`src/utc_pkg.sv`:
```
package utc_pkg;

    localparam int WIN_BYTES = 40;
    localparam int FILL_W    = 6;
    localparam int OUT_WORDS = 5;

    localparam logic [7:0] SPACE_CHAR = 8'h20;

    typedef struct packed {
        logic load;
        logic apply;
        logic emit;
        logic push;
        logic push_last;
        logic drop;
        logic clr_line;
    } t_cmd;

    typedef struct packed {
        logic q_empty;
        logic stop;
        logic win_full;
        logic fill_zero;
        logic drop_done;
        logic out_busy;
        logic line_end;
    } t_stat;

endpackage

```
`src/utc_dp.sv`:
```
module utc_dp (
    input  logic               i_clk,
    input  logic               i_rst_n,
    input  utc_pkg::t_cmd      i_cmd,
    output utc_pkg::t_stat     o_stat,
    input  logic [7:0]         i_in_byte,
    input  logic               i_line_end,
    input  logic               i_ready,
    output logic               o_valid,
    output logic [63:0]        o_chain_word0,
    output logic [63:0]        o_chain_word1,
    output logic [63:0]        o_chain_word2,
    output logic [63:0]        o_chain_word3,
    output logic [63:0]        o_chain_word4,
    output logic [5:0]         o_chain_length,
    output logic               o_last_chain
);
    import utc_pkg::*;

    logic [7:0]        r_win [WIN_BYTES];
    logic [FILL_W-1:0] r_fill;
    logic              r_tail_sp;
    logic [7:0]        r_q [4];
    logic [2:0]        r_qn;
    logic              r_final;
    logic              r_end;
    logic              r_ignored;

    logic [8*WIN_BYTES-1:0] r_hold;
    logic [FILL_W-1:0]      r_hold_len;
    logic [8*WIN_BYTES-1:0] r_out;
    logic [FILL_W-1:0]      r_out_len;
    logic                   r_out_last;
    logic                   r_out_v;

    // decode of the queue head
    logic [7:0]  b;
    logic [2:0]  need;
    logic        ok;
    logic [20:0] cp;
    logic        kept;
    logic [20:0] lc;
    logic [2:0]  popn;
    logic        cont1, cont2, cont3;

    always_comb begin
        b     = r_q[0];
        cont1 = (r_q[1][7:6] == 2'b10);
        cont2 = (r_q[2][7:6] == 2'b10);
        cont3 = (r_q[3][7:6] == 2'b10);
        if (b < 8'h80)                       need = 3'd1;
        else if (b >= 8'hC2 && b < 8'hE0)    need = 3'd2;
        else if (b >= 8'hE0 && b < 8'hF0)    need = 3'd3;
        else if (b >= 8'hF0 && b < 8'hF5)    need = 3'd4;
        else                                 need = 3'd0;
        case (need)
            3'd1:    cp = {13'd0, b};
            3'd2:    cp = {10'd0, b[4:0], r_q[1][5:0]};
            3'd3:    cp = {5'd0, b[3:0], r_q[1][5:0], r_q[2][5:0]};
            3'd4:    cp = {b[2:0], r_q[1][5:0], r_q[2][5:0], r_q[3][5:0]};
            default: cp = 21'd0;
        endcase
        ok = 1'b1;
        if (need == 3'd0 || r_qn < need) ok = 1'b0;
        if (need >= 3'd2 && !cont1) ok = 1'b0;
        if (need >= 3'd3 && !cont2) ok = 1'b0;
        if (need == 3'd4 && !cont3) ok = 1'b0;
        if (need == 3'd3 && cp < 21'h800) ok = 1'b0;
        if (need == 3'd4 && cp < 21'h10000) ok = 1'b0;
        popn = ok ? need : 3'd1;
        kept = ok && ((cp >= 21'h30 && cp <= 21'h39) || (cp >= 21'h61 && cp <= 21'h7A) ||
                      (cp >= 21'h41 && cp <= 21'h5A) || cp == 21'h27 ||
                      (cp >= 21'h400 && cp <= 21'h52F));
        if (cp >= 21'h41 && cp <= 21'h5A)         lc = cp + 21'h20;
        else if (cp >= 21'h410 && cp <= 21'h42F)  lc = cp + 21'h20;
        else if (cp >= 21'h400 && cp <= 21'h40F)  lc = cp + 21'h50;
        else                                      lc = cp;
    end

    logic [7:0] lead_b, cont_b;
    assign lead_b = 8'hC0 | lc[13:6];
    assign cont_b = {2'b10, lc[5:0]};

    logic [8*WIN_BYTES-1:0] masked;
    always_comb begin
        for (int i = 0; i < WIN_BYTES; i++) begin
            masked[8*i +: 8] = (FILL_W'(i) < r_fill) ? r_win[i] : 8'd0;
        end
    end

    always_comb begin
        o_stat.q_empty   = (r_qn == 3'd0);
        o_stat.stop      = (need != 3'd0) && (r_qn < need) && !r_final;
        o_stat.win_full  = (r_fill >= FILL_W'(WIN_BYTES));
        o_stat.fill_zero = (r_fill == '0);
        o_stat.drop_done = (r_win[0] == SPACE_CHAR) || (r_fill == FILL_W'(1));
        o_stat.out_busy  = r_out_v && !i_ready;
        o_stat.line_end  = r_end;
    end

    always_ff @(posedge i_clk) begin
        if (!i_rst_n) begin
            r_fill    <= '0;
            r_qn      <= '0;
            r_ignored <= 1'b0;
            r_out_v   <= 1'b0;
            r_tail_sp <= 1'b0;
        end else begin
            if (i_cmd.load) begin
                r_end   <= i_line_end;
                r_final <= i_line_end || (i_in_byte == 8'd0);
                if (!r_ignored) begin
                    if (i_in_byte == 8'd0) begin
                        r_ignored <= 1'b1;
                    end else begin
                        r_q[r_qn[1:0]] <= i_in_byte;
                        r_qn           <= r_qn + 3'd1;
                    end
                end
            end
            if (i_cmd.apply) begin
                for (int i = 0; i < 4; i++) begin
                    if (i + int'(popn) < 4) r_q[i] <= r_q[2'(i + int'(popn))];
                end
                r_qn <= r_qn - popn;
                if (kept) begin
                    if (lc < 21'h80) begin
                        if (r_fill < FILL_W'(WIN_BYTES)) begin
                            r_win[r_fill] <= lc[7:0];
                            r_fill        <= r_fill + 1'b1;
                            r_tail_sp     <= 1'b0;
                        end
                    end else if (r_fill + FILL_W'(2) <= FILL_W'(WIN_BYTES)) begin
                        r_win[r_fill]        <= lead_b;
                        r_win[r_fill + 1'b1] <= cont_b;
                        r_fill               <= r_fill + FILL_W'(2);
                        r_tail_sp            <= 1'b0;
                    end
                end else if (r_fill != '0 && r_fill < FILL_W'(WIN_BYTES) && !r_tail_sp) begin
                    r_win[r_fill] <= SPACE_CHAR;
                    r_fill        <= r_fill + 1'b1;
                    r_tail_sp     <= 1'b1;
                end
            end
            if (i_cmd.emit) begin
                r_hold     <= masked;
                r_hold_len <= r_fill;
            end
            if (i_cmd.drop) begin
                for (int i = 0; i < WIN_BYTES - 1; i++) r_win[i] <= r_win[i+1];
                r_fill <= r_fill - 1'b1;
            end
            if (i_cmd.clr_line) begin
                r_qn      <= '0;
                r_ignored <= 1'b0;
            end
            if (i_cmd.push) begin
                r_out      <= r_hold;
                r_out_len  <= r_hold_len;
                r_out_last <= i_cmd.push_last;
                r_out_v    <= 1'b1;
            end else if (i_ready) begin
                r_out_v <= 1'b0;
            end
        end
    end

    assign o_valid        = r_out_v;
    assign o_chain_word0  = r_out[63:0];
    assign o_chain_word1  = r_out[127:64];
    assign o_chain_word2  = r_out[191:128];
    assign o_chain_word3  = r_out[255:192];
    assign o_chain_word4  = r_out[319:256];
    assign o_chain_length = r_out_len;
    assign o_last_chain   = r_out_last;

    a_fill_range: assert property (@(posedge i_clk) disable iff (!i_rst_n)
        r_fill <= FILL_W'(WIN_BYTES)) else $error("window overfilled");
    a_queue_range: assert property (@(posedge i_clk) disable iff (!i_rst_n)
        r_qn <= 3'd4) else $error("decode queue overflow");
    a_len_nonzero: assert property (@(posedge i_clk) disable iff (!i_rst_n)
        r_out_v |-> r_out_len != '0) else $error("empty chain emitted");
    a_no_push_busy: assert property (@(posedge i_clk) disable iff (!i_rst_n)
        i_cmd.push |-> !(r_out_v && !i_ready)) else $error("output overwritten");

endmodule

```
`src/utc_ctrl.sv`:
```
module utc_ctrl (
    input  logic           i_clk,
    input  logic           i_rst_n,
    input  logic           i_valid,
    output logic           o_ready,
    input  utc_pkg::t_stat i_stat,
    output utc_pkg::t_cmd  o_cmd
);
    import utc_pkg::*;

    typedef enum logic [2:0] {
        S_IDLE, S_DEC, S_EMIT, S_DROP, S_END, S_FIN
    } t_state;

    t_state r_state, n_state;
    logic   r_hold_v, n_hold_v;
    logic   r_flush, n_flush;

    always_comb begin
        n_state  = r_state;
        n_hold_v = r_hold_v;
        n_flush  = r_flush;
        o_cmd    = '0;
        case (r_state)
            S_IDLE: begin
                if (i_valid) begin
                    o_cmd.load = 1'b1;
                    n_state    = S_DEC;
                end
            end
            S_DEC: begin
                if (i_stat.q_empty || i_stat.stop) begin
                    n_state = S_END;
                end else if (i_stat.win_full) begin
                    n_flush = 1'b0;
                    n_state = S_EMIT;
                end else begin
                    o_cmd.apply = 1'b1;
                end
            end
            S_EMIT: begin
                if (!(r_hold_v && i_stat.out_busy)) begin
                    o_cmd.push = r_hold_v;
                    o_cmd.emit = 1'b1;
                    n_hold_v   = 1'b1;
                    n_state    = S_DROP;
                end
            end
            S_DROP: begin
                o_cmd.drop = 1'b1;
                if (i_stat.drop_done) n_state = r_flush ? S_END : S_DEC;
            end
            S_END: begin
                if (i_stat.line_end && !i_stat.fill_zero) begin
                    n_flush = 1'b1;
                    n_state = S_EMIT;
                end else begin
                    if (i_stat.line_end) o_cmd.clr_line = 1'b1;
                    n_state = S_FIN;
                end
            end
            S_FIN: begin
                if (!r_hold_v) begin
                    n_state = S_IDLE;
                end else if (!i_stat.out_busy) begin
                    o_cmd.push      = 1'b1;
                    o_cmd.push_last = 1'b1;
                    n_hold_v        = 1'b0;
                    n_state         = S_IDLE;
                end
            end
            default: n_state = S_IDLE;
        endcase
    end

    always_ff @(posedge i_clk) begin
        if (!i_rst_n) begin
            r_state  <= S_IDLE;
            r_hold_v <= 1'b0;
            r_flush  <= 1'b0;
        end else begin
            r_state  <= n_state;
            r_hold_v <= n_hold_v;
            r_flush  <= n_flush;
        end
    end

    assign o_ready = (r_state == S_IDLE);

    a_hold_clear_idle: assert property (@(posedge i_clk) disable iff (!i_rst_n)
        r_state == S_IDLE |-> !r_hold_v) else $error("chain held across beats");
    a_emit_then_drop: assert property (@(posedge i_clk) disable iff (!i_rst_n)
        o_cmd.emit |=> r_state == S_DROP) else $error("emit without drop");
    a_apply_room: assert property (@(posedge i_clk) disable iff (!i_rst_n)
        o_cmd.apply |-> !i_stat.win_full) else $error("apply on full window");

endmodule

```
`src/utf8_text_chain_window.sv`:
```
// UTF-8 text to word chains. One byte beat is taken at a time, o_ready being
// high only while the block is idle. A beat passes the accept step, decodes
// the queued characters one after another, finds the queue drained or waiting
// on a partial sequence, passes a closing step and ends in a final step that
// also hands out a chain still held. Each chain emitted while decoding is
// followed by a drop of the window's first word, its space included; the
// window shifts one byte per cycle. A line-end flush emits and drops each
// chain the same way, passing the closing step again after each. A held
// chain waits while the output register is still full. Output chains leave
// through a registered stage; the beat's last chain is marked with o_last_chain.
module utf8_text_chain_window (
    input  logic        i_clk,
    input  logic        i_rst_n,
    input  logic        i_valid,
    output logic        o_ready,
    input  logic [7:0]  i_in_byte,
    input  logic        i_line_end,
    output logic        o_valid,
    input  logic        i_ready,
    output logic [63:0] o_chain_word0,
    output logic [63:0] o_chain_word1,
    output logic [63:0] o_chain_word2,
    output logic [63:0] o_chain_word3,
    output logic [63:0] o_chain_word4,
    output logic [5:0]  o_chain_length,
    output logic        o_last_chain
);
    import utc_pkg::*;

    t_cmd  cmd;
    t_stat stat;

    utc_ctrl u_ctrl (
        .i_clk   (i_clk),
        .i_rst_n (i_rst_n),
        .i_valid (i_valid),
        .o_ready (o_ready),
        .i_stat  (stat),
        .o_cmd   (cmd)
    );

    utc_dp u_dp (
        .i_clk          (i_clk),
        .i_rst_n        (i_rst_n),
        .i_cmd          (cmd),
        .o_stat         (stat),
        .i_in_byte      (i_in_byte),
        .i_line_end     (i_line_end),
        .i_ready        (i_ready),
        .o_valid        (o_valid),
        .o_chain_word0  (o_chain_word0),
        .o_chain_word1  (o_chain_word1),
        .o_chain_word2  (o_chain_word2),
        .o_chain_word3  (o_chain_word3),
        .o_chain_word4  (o_chain_word4),
        .o_chain_length (o_chain_length),
        .o_last_chain   (o_last_chain)
    );

endmodule
```
`config.mk`:
```
export PLATFORM = sky130hd
export DESIGN_NAME = utf8_text_chain_window
export DESIGN_NICKNAME = d
export VERILOG_FILES = /design/src/utc_pkg.sv /design/src/utc_dp.sv /design/src/utc_ctrl.sv /design/src/utf8_text_chain_window.sv
export SDC_FILE = /design/constraint.sdc
export NUM_CORES = 1
export LEC_CHECK = 0
export BUFFER_PORTS_ARGS = -buffer_cell sky130_fd_sc_hd__buf_2
export CELL_PAD_IN_SITES_DETAIL_PLACEMENT = 1
export CELL_PAD_IN_SITES_GLOBAL_PLACEMENT = 1
export CORE_MARGIN = 2
export CORE_UTILIZATION = 40
export DETAILED_ROUTE_END_ITERATION = 10
export PLACE_DENSITY = 0.75
export SYNTH_ARGS = -nofsm -noshare
export SYNTH_HDL_FRONTEND = slang
export SYNTH_SLANG_ARGS = --single-unit
```
`constraint.sdc`:
```
create_clock -name i_clk -period 38.8 [get_ports i_clk]
set_clock_uncertainty 0.2 [all_clocks]
set_input_delay 7.76 -clock i_clk [delete_from_list [all_inputs] [get_ports i_clk]]
set_output_delay 7.76 -clock i_clk [all_outputs]
set_load 0.01 [all_outputs]
```
# Word level (Yosys, flattened, before mapping)
# Memory sizes are Yosys's and may differ from the RTL's.
# Index checks and enable logic that the tools add are counted.
# Widths: inputs -> output; s select.
[word_totals]
register_bits = 672
ram_bits = 352
word_cells = 357
n_memories = 2
[classes]
add_sub_neg = 10
n_lt_le_gt_ge = 71
eq_ne = 29
n_mux = 122
bitwise = 3
n_reduce_logical = 66
[mem_list]
columns = ["memory", "depth", "word_bits", "rd", "rd_clocked_by_memory_dff", "write_ports", "line", "rtl"]
rows = [
  ["u_dp.r_win", 40, 8, 40, 0, 39, "utc_dp.sv:20", "logic [7:0] r_win [WIN_BYTES];"],
  ["u_dp.r_q", 4, 8, 8, 0, 3, "utc_dp.sv:23", "logic [7:0] r_q [4];"],
]
[ops]
columns = ["operator", "count"]
rows = [
  ["$lt 32x4->1 const B", 3],
  ["$lt 5x6->1 const A", 16],
  ["$pmux 21 s4", 1],
  ["$mux 1", 76],
  ["$le 21x11->1 const B", 3],
  ["$mux 21", 3],
  ["$mux 3", 18],
  ["$mux 6", 9],
  ["$lt 4x6->1 const A", 8],
  ["$lt 6x6->1 const A", 8],
  ["$mux 8", 6],
  ["$ge 21x11->1 const B", 2],
  ["$ge 21x7->1 const B", 2],
  ["$le 21x7->1 const B", 2],
  ["$lt 8x8->1 const B", 4],
  ["$reduce_or 8->1", 4],
  ["$ge 8x8->1 const B", 3],
  ["$lt 3x6->1 const A", 4],
  ["$logic_and 1x1->1", 22],
  ["$add 21x6->21 const B", 1],
  ["$add 21x7->21 const B", 1],
  ["$eq 21x6->1 const B", 1],
  ["$ge 21x6->1 const B", 1],
  ["$le 21x6->1 const B", 1],
  ["47 further kinds", 102],
]

# Depth between registers and ports, before layout
# Gate-level depths: netlist of run 1.
# An unclocked memory read counts as a cell.
[depth]
ltp_word = 24
depth_mapped = 21

# By module
# Synthesis of run 1 repeated with hierarchy kept, for this count alone.
[hier_totals]
hier_cells = 3068
hier_area_um2 = 42878.6
[by_module_without_submodules]
columns = ["module", "instances", "cells_per_inst", "area_each_um2"]
rows = [
  ["utc_dp", 1, 3013, 42467.0],
  ["utc_ctrl", 1, 55, 411.6],
]

# Worst setup path before layout of run 1
# No wires, ideal clock.
[synth_path]
path_kind = "input-to-reg"
startpoint = "in i_ready"
endpoint = "reg u_dp.r_hold[0], read port of u_dp.r_win (enable)"
setup_ns = 1.809
arrival_time_ns = 38.537
path_slack_ns = -1.746
path_stages = 3
n_path_buf = 0
cell_sequence = "nand2b_1 -> nor2_1 -> nor4_1"
[synth_via]
elab_chain_len = 6
[synth_rtl]
columns = ["element", "line", "rtl"]
rows = [
  ["start: declaration", "utf8_text_chain_window.sv:19", "input logic i_ready,"],
  ["$logic_not 1->1", "utc_dp.sv:97", "o_stat.out_busy = r_out_v && !i_ready;"],
  ["$logic_and 1x1->1", "utc_dp.sv:97", ""],
  ["$logic_and 1x1->1", "utc_ctrl.sv:42", "if (!(r_hold_v && i_stat.out_busy)) begin"],
  ["$mux 2", "utc_ctrl.sv:42", ""],
  ["$mux 1", "utc_ctrl.sv:24", "case (r_state)"],
  ["$reduce_and 2->1 (no source line)", "-", ""],
  ["end: declaration", "utc_dp.sv:29", "logic [8*WIN_BYTES-1:0] r_hold;"],
]
# No other way between the ends.
# A chain may end at the register's enable or synchronous reset.

# Worst setup path in the final report of run 1
[layout_path]
startpoint = "in i_rst_n"
endpoint = "reg u_dp.r_hold[259], read port of u_dp.r_win (enable)"
[layout_via]
elab_chain_len = 1
[layout_rtl]
columns = ["element", "line", "rtl"]
rows = [
  ["start: declaration", "utf8_text_chain_window.sv:13", "input logic i_rst_n,"],
  ["$reduce_and 2->1 (no source line)", "-", ""],
]
# No other way between the ends.

==> run_results.csv, run 1 <==
group,metric,value,unit
logic_synthesis,synth_area,42700,um^2
sta,relSlewSlack,11.2,%
route,dr.pass1.iters,6,
logic_synthesis,synth_top_cell_area_share,70.7,%
placed_design,numPortBuffers,341,
power,p_clk_share,32.8,%
power,leakagePower,0.0166,uW
clock_network,cts-buffers-inserted,105,
global_route,grtUsageTotal,23.8,%
critical_path,path_max_fanout,70,
sta,finalWorstSetupSlack,27.54,ns
placed_design,placedCellCount,4704,
logic_synthesis,avgSynthCellArea,13.7,um^2
sta,tightest_slew,1.32,ns
logic_synthesis,async_reset_ff_share,0,%
power,combPwrFrac,23.1,%
global_route,grt_pass1_vias,28300,
final_layout,layout_commonest_cell,"edfxtp_1",
route,drt_iter0_markers,3009,
final_layout,fin_util,46.7,%
floorplanning,die_x,331,um
logic_synthesis,synth_seq_cells,1024,
sta,setup-tns-final,0,ns
clock_network,cts_setup_buffers,0,
clock_network,cts_root_buffer,"clkbuf_16",
power,switching_share,31.9,%
clock_network,cts_hold_buffers,0,
power,irDropWorstVdd,0.0580,mV
floorplanning,die_h,331,um
route,wire_per_inst,27.0,um
clock_network,cts_sinks,1024,
sta,hold_viol,0,
power,p_sw,1020,uW
floorplanning,rows,119,
critical_path,worst-setup-path-type,"primary input to flop",
floorplanning,ios,342,
placed_design,post-place-ws,26.73,ns
global_route,antenna_found_initial,1,
logic_synthesis,synth.largest_area_cell,"edfxtp_1",
final_layout,final_cell_mix,"1005 x edfxtp_1, 341 x buf_2, 276 x nor2_1",
logic_synthesis,seq_area_frac_synth,71.6,%
sta,rsz0062_at_grt,"no",
power,intPower,2160,uW
critical_path,critPathLaunchType,"primary input",
outcome,run_status,"finished, final reports clean",
run,cap_violations,0,
floorplanning,floorplan.initialDensity,40.4,%
global_route,grt_pass1_wl,192000,um
critical_path,endpoint_kind,"flop",
route,drt_wl_total,133000,um
clock_network,worstSkewPairLatency,0.72,ns
route,drc,0,
placed_design,gp_congestion,0.872,
worst_hold_path,hold_path.class,"flop to flop",
clock_network,cts_max_level,3,
final_layout,finalNonFillerCells,4905,
floorplanning,die_area,109000,um^2
placed_design,dpl.hpwl,90200,um
logic_synthesis,synth.distinct_cells,92,
power,pwr-share-seq,44.1,%
clock_network,clockBufferDepth,3,
sta,period_share,29.0,%
clock_network,cts_tree,"built",
logic_synthesis,yosys_warnings,0,
critical_path,worstPathArrival,11.39,ns
sta,layout_min_cycle_time,11.26,ns
logic_synthesis,synth.area.top_cells,"edfxtp_1 71%, o21ai_0 3.3%, nor2b_1 2.7%",
global_route,grt_overflow,0,
logic_synthesis,syn_inst,3121,
logic_synthesis,synth_flop_cell,"edfxtp_1",
final_layout,area_growth_syn_to_layout,15.5,%
sta,setup_viol,0,
sta,drv_slew,0,
logic_synthesis,synth_nets,3159,
critical_path,crit_required,38.93,ns
final_layout,fin_area,49300,um^2
sta,fmax,88.8,MHz
route,vias_per_cell,5.73,
final_layout,nets,3459,
placed_design,dpl_cell_area,45800,um^2
clock_network,post_cts_resized,0,
global_route,grt_max_degree,208,
logic_synthesis,synth_edf_count,1005,
final_layout,final_layout_size_suffix_gt1_share,18.3,%
clock_network,clk_pin_slew,0.06,ns
route,antenna_left,0,
route,num_vias,28100,
floorplanning,core-area,106000,um^2
power,power_density,64.5,nW/um^2
## cells in the mapped netlist, drive strengths merged, types with 8 or more instances
library cell / n
nor2: 280
nand3: 27
a22oi: 145
nand4: 10
a211o: 8
o211ai: 39
nand2: 236
a221o: 8
nor4: 16
and2: 149
edfxtp: 1005
dfxtp: 19
a31oi: 15
inv: 27
o22a: 9
o21a: 8
nand2b: 14
nor2b: 183
clkbuf: 138
buf: 57
nor3: 87
a21o: 9
ha: 24
and3: 13
o21ai: 306
a21oi: 77
or3: 28
mux2i: 57
## power by group through the flow
| stage | sequential, uW | clock [uW] | combinational (uW) |
|---|---|---|---|
| detailed placement | 1420 | 0 | 715 |
| finish | 1400 | 1040 | 734 |
| floorplan | 1420 | 0 | 459 |
| CTS | 1400 | 1060 | 720 |
| global route | 1410 | 1100 | 782 |
| global placement | 1420 | 0 | 681 |
## metal layers
metal / GRT usage (%) / up-vias / share of wire (%)
met3: 3.90 / 272 / 7.6
met4: 9.72 / 0 / 3.9
met1: 30.9 / 14200 / 39
li1: - / 12300 / -
met2: 39.8 / 1319 / 49
met5: 0 / - / 0
## worst paths after layout
path	start	endpoint	slack, ns	cells after the start
max	i_rst_n	u_dp.r_hold[259]	27.54	6
min	u_dp.r_hold[76]	u_dp.r_out[76]	0.21	0
max reg2reg	u_dp.r_q[0][6]	u_dp.r_win[25][6]	31.29	17
min reg2reg	u_dp.r_hold[76]	u_dp.r_out[76]	0.21	0
## logic make-up (layout without fill, tap and decap cells)
kind of cell               Yosys count  count (layout)  synth area share, %
DFF                               1024            1024                 71.6
and+or+nand+nor                   1090            1090                 13.6
muxes                               64              64                 1.52
adders and majority gates           25              25                0.750
xor gates and xnor gates             7               7                0.144
buffers and inverters              223             612                 2.22
other                                0               4                    0
AOI/OAI and AO/OA                  688             688                 10.1
## registers in the layout, summed over array words and instances, names as in the netlist, 3 cells and up
signal / flops
u_dp.r_hold: 320
u_dp.r_fill: 6
u_dp.r_qn: 3
u_ctrl.r_state: 3
u_dp.r_win: 320
u_dp.r_out: 320
u_dp.r_q: 32
u_dp.r_hold_len: 6
u_dp.o_chain_length: 6
## per-stage QoR
stage,power (uW),hold WS [ns]
final,3180,0.215
after global routing,3280,0.216
after CTS,3180,0.217
after detailed placement,2140,0.206
after global placement,2100,0.202
after floorplan,1880,0.200
## worst max-delay path: stages
cell and delay [ns]:
buf_2 0.23, inv_1 0.33, nor4_4 0.82, buf_4 0.71, buf_4 0.67, buf_4 0.75
## final cells by class
| type | instances | area, um^2 |
|---|---|---|
| Clock buffer | 122 | 2730 |
| Sequential cell | 1024 | 30600 |
| Inverter | 28 | 105 |
| Clock inverter | 74 | 813 |
| Multi-Input combinational cell | 1874 | 11300 |
| Antenna cell | 4 | 10.0 |
| Timing Repair Buffer | 388 | 2070 |
| Tap cell | 1391 | 1740 |
| Fill cell | 10800 | 56200 |
(Power assumes the default switching activity.)
==> inputs of run 2 (changes only) <==
--- a/config.mk
+++ b/config.mk
@@ -11,7 +11,7 @@
 export CORE_MARGIN = 2
 export CORE_UTILIZATION = 40
 export DETAILED_ROUTE_END_ITERATION = 10
-export PLACE_DENSITY = 0.75
+export PLACE_DENSITY = 0.72
 export SYNTH_ARGS = -nofsm -noshare
 export SYNTH_HDL_FRONTEND = slang
 export SYNTH_SLANG_ARGS = --single-unit
==> constraint.sdc (replaced) <==
create_clock -name i_clk -period 11.4 [get_ports i_clk]
set_clock_uncertainty 0.2 [all_clocks]
set_input_delay 2.28 -clock i_clk [delete_from_list [all_inputs] [get_ports i_clk]]
set_output_delay 2.28 -clock i_clk [all_outputs]
set_load 0.01 [all_outputs]
==> run_results.csv, run 2 (synthesis results as in run 1) <==
group,metric,value,unit
outcome,run_status,"finished, final reports clean",
critical_path,critPathLaunch,"u_dp.r_q[0][7]",
critical_path,worst-setup-path-type,"flop to flop",
sta,tightest_slew,1.31,ns
route,drt_wl_total,132000,um
route,antenna_left,0,
route,drt_iter0_markers,3096,
critical_path,critPathMaxStageDelay,0.74,ns
clock_network,cts_root_buffer,"clkbuf_16",
global_route,grt_pass1_wl,190000,um
critical_path,critPathBufInv,3,
global_route,antenna_found_initial,5,
final_layout,area_growth_syn_to_layout,15.5,%
clock_network,worstSkewPairLatency,0.69,ns
critical_path,crit_top_cell,"o21ai_1",
power,power_density,219,nW/um^2
floorplanning,floorplan.initialDensity,40.4,%
clock_network,cts_tree,"built",
clock_network,cts_hold_buffers,0,
sta,finalWorstSetupSlack,4.37,ns
final_layout,nets,3457,
global_route,top_usage_layer,"met2",
sta,period_share,61.6,%
power,switching_share,32.1,%
clock_network,cts-buffers-inserted,107,
critical_path,rr_startpoint,"u_dp.r_q[0][7]",
power,intPower,7320,uW
route,drc,0,
final_layout,layout_commonest_cell,"edfxtp_1",
global_route,grt_overflow,0,
global_route,grt_use_met3,3.36,%
final_layout,fill_cells,10700,
clock_network,clockBufferDepth,3,
placed_design,dpl_cell_area,45800,um^2
power,power,10800,uW
floorplanning,die_area,109000,um^2
critical_path,critPathLaunchType,"flop",
clock_network,cts_max_level,3,
power,irDropWorstVdd,0.156,mV
critical_path,crit_required,11.72,ns
route,num_vias,28000,
power,combPwrFrac,23.1,%
sta,rsz0062_at_grt,"no",
sta,layout_min_cycle_time,7.03,ns
final_layout,final_cell_mix,"1005 x edfxtp_1, 341 x buf_2, 277 x o21ai_0",
critical_path,path_max_fanout,54,
global_route,grtUsageTotal,23.7,%
worst_hold_path,hold_path.class,"flop to flop",
sta,setup_viol,0,
critical_path,crit_chain,"nand2_1 -> nor3_4 -> a222oi_1 -> nand2_1 -> inv_1 -> ha_1 -> and4_1 -> a221o_1 -> o21ai_1 -> o211ai_1 -> o21ai_1 -> or3_4 -> buf_4 -> a21o_1 -> buf_4 -> mux2i_1 -> o21ai_1",
worst_hold_path,min_from,"u_dp.r_hold[217]",
final_layout,final_layout_size_suffix_gt1_share,18.1,%
final_layout,top_regs,"u_dp.r_hold x320, u_dp.r_out x320, u_dp.r_win x320",
global_route,grt_max_degree,198,
sta,drv_slew,0,
power,pwr-share-seq,44.3,%
floorplanning,core-area,106000,um^2
global_route,met1_usage,32.0,%
global_route,grt_pass1_vias,27700,
route,wire_per_inst,27.0,um
clock_network,cts_setup_buffers,0,
placed_design,post-place-ws,4.53,ns
run,cap_violations,0,
placed_design,numPortBuffers,341,
final_layout,fin_area,49300,um^2
route,vias_per_cell,5.71,
sta,relSlewSlack,11.7,%
power,p_sw,3460,uW
floorplanning,rows,119,
sta,fmax,142,MHz
floorplanning,ios,342,
power,leakagePower,0.0165,uW
critical_path,worstPathArrival,7.35,ns
clock_network,cts_sinks,1024,
placed_design,dpl.hpwl,88600,um
global_route,grt_util_met2,38.7,%
placed_design,gp_congestion,0.878,
critical_path,crit_family,"compound AO/OA/AOI/OAI gates",
sta,hold_viol,0,
floorplanning,die_x,331,um
clock_network,clk_pin_slew,0.06,ns
critical_path,endpoint_kind,"flop",
power,p_clk_share,32.6,%
floorplanning,die_h,331,um
critical_path,slowest_stage,"buf_4",
clock_network,post_cts_resized,0,
route,dr.pass1.iters,6,
## run 2: final timing paths
check	to	slack (ns)	depth (start not counted)
worst min register to register	u_dp.r_out[217]	0.21	0
worst max register to register	u_dp.r_win[10][5]	4.37	17
worst max-delay path	u_dp.r_win[10][5]	4.37	17
worst min-delay path	u_dp.r_out[217]	0.21	0
## run 2: metal layers
metal  part of all wire [%]  wire, um
met5                 0.0098        13
met4                    3.7      4880
met3                    6.6      8660
met2                     48     64100
met1                     41     54500
## run 2: stage by stage
step           std cells  hold slack, ns  utilization, %  TNS, ns
2_1_floorplan       3121           0.200               -  -657.86
3_3_place_gp        4701           0.202            43.4        0
3_5_place_dp        4701           0.206            43.4        0
4_1_cts             4902           0.211            46.7        0
5_1_grt             4902           0.215            46.7        0
6_report            4903           0.214            46.7        0
## run 2: power groups by stage
| stage | clock network, uW | logic (uW) | registers (uW) |
|---|---|---|---|
| after global placement | 0 | 2360 | 4840 |
| after global routing | 3710 | 2660 | 4790 |
| after CTS | 3570 | 2450 | 4770 |
| after floorplan | 0 | 1570 | 4780 |
| final | 3520 | 2490 | 4780 |
| after detailed placement | 0 | 2430 | 4850 |
## run 2: layout make-up
type | instances | area, um^2 | share of cell area [%]
flip-flops and latches | 1024 | 30600 | 62.0
multi-input cells | 1874 | 11300 | 22.9
clock buffers | 136 | 2840 | 5.76
repair buffers | 384 | 2070 | 4.19
well taps | 1391 | 1740 | 3.53
clock inverters | 65 | 677 | 1.37
inverters | 28 | 105 | 0.213
diodes | 1 | 2.50 | 0.00508
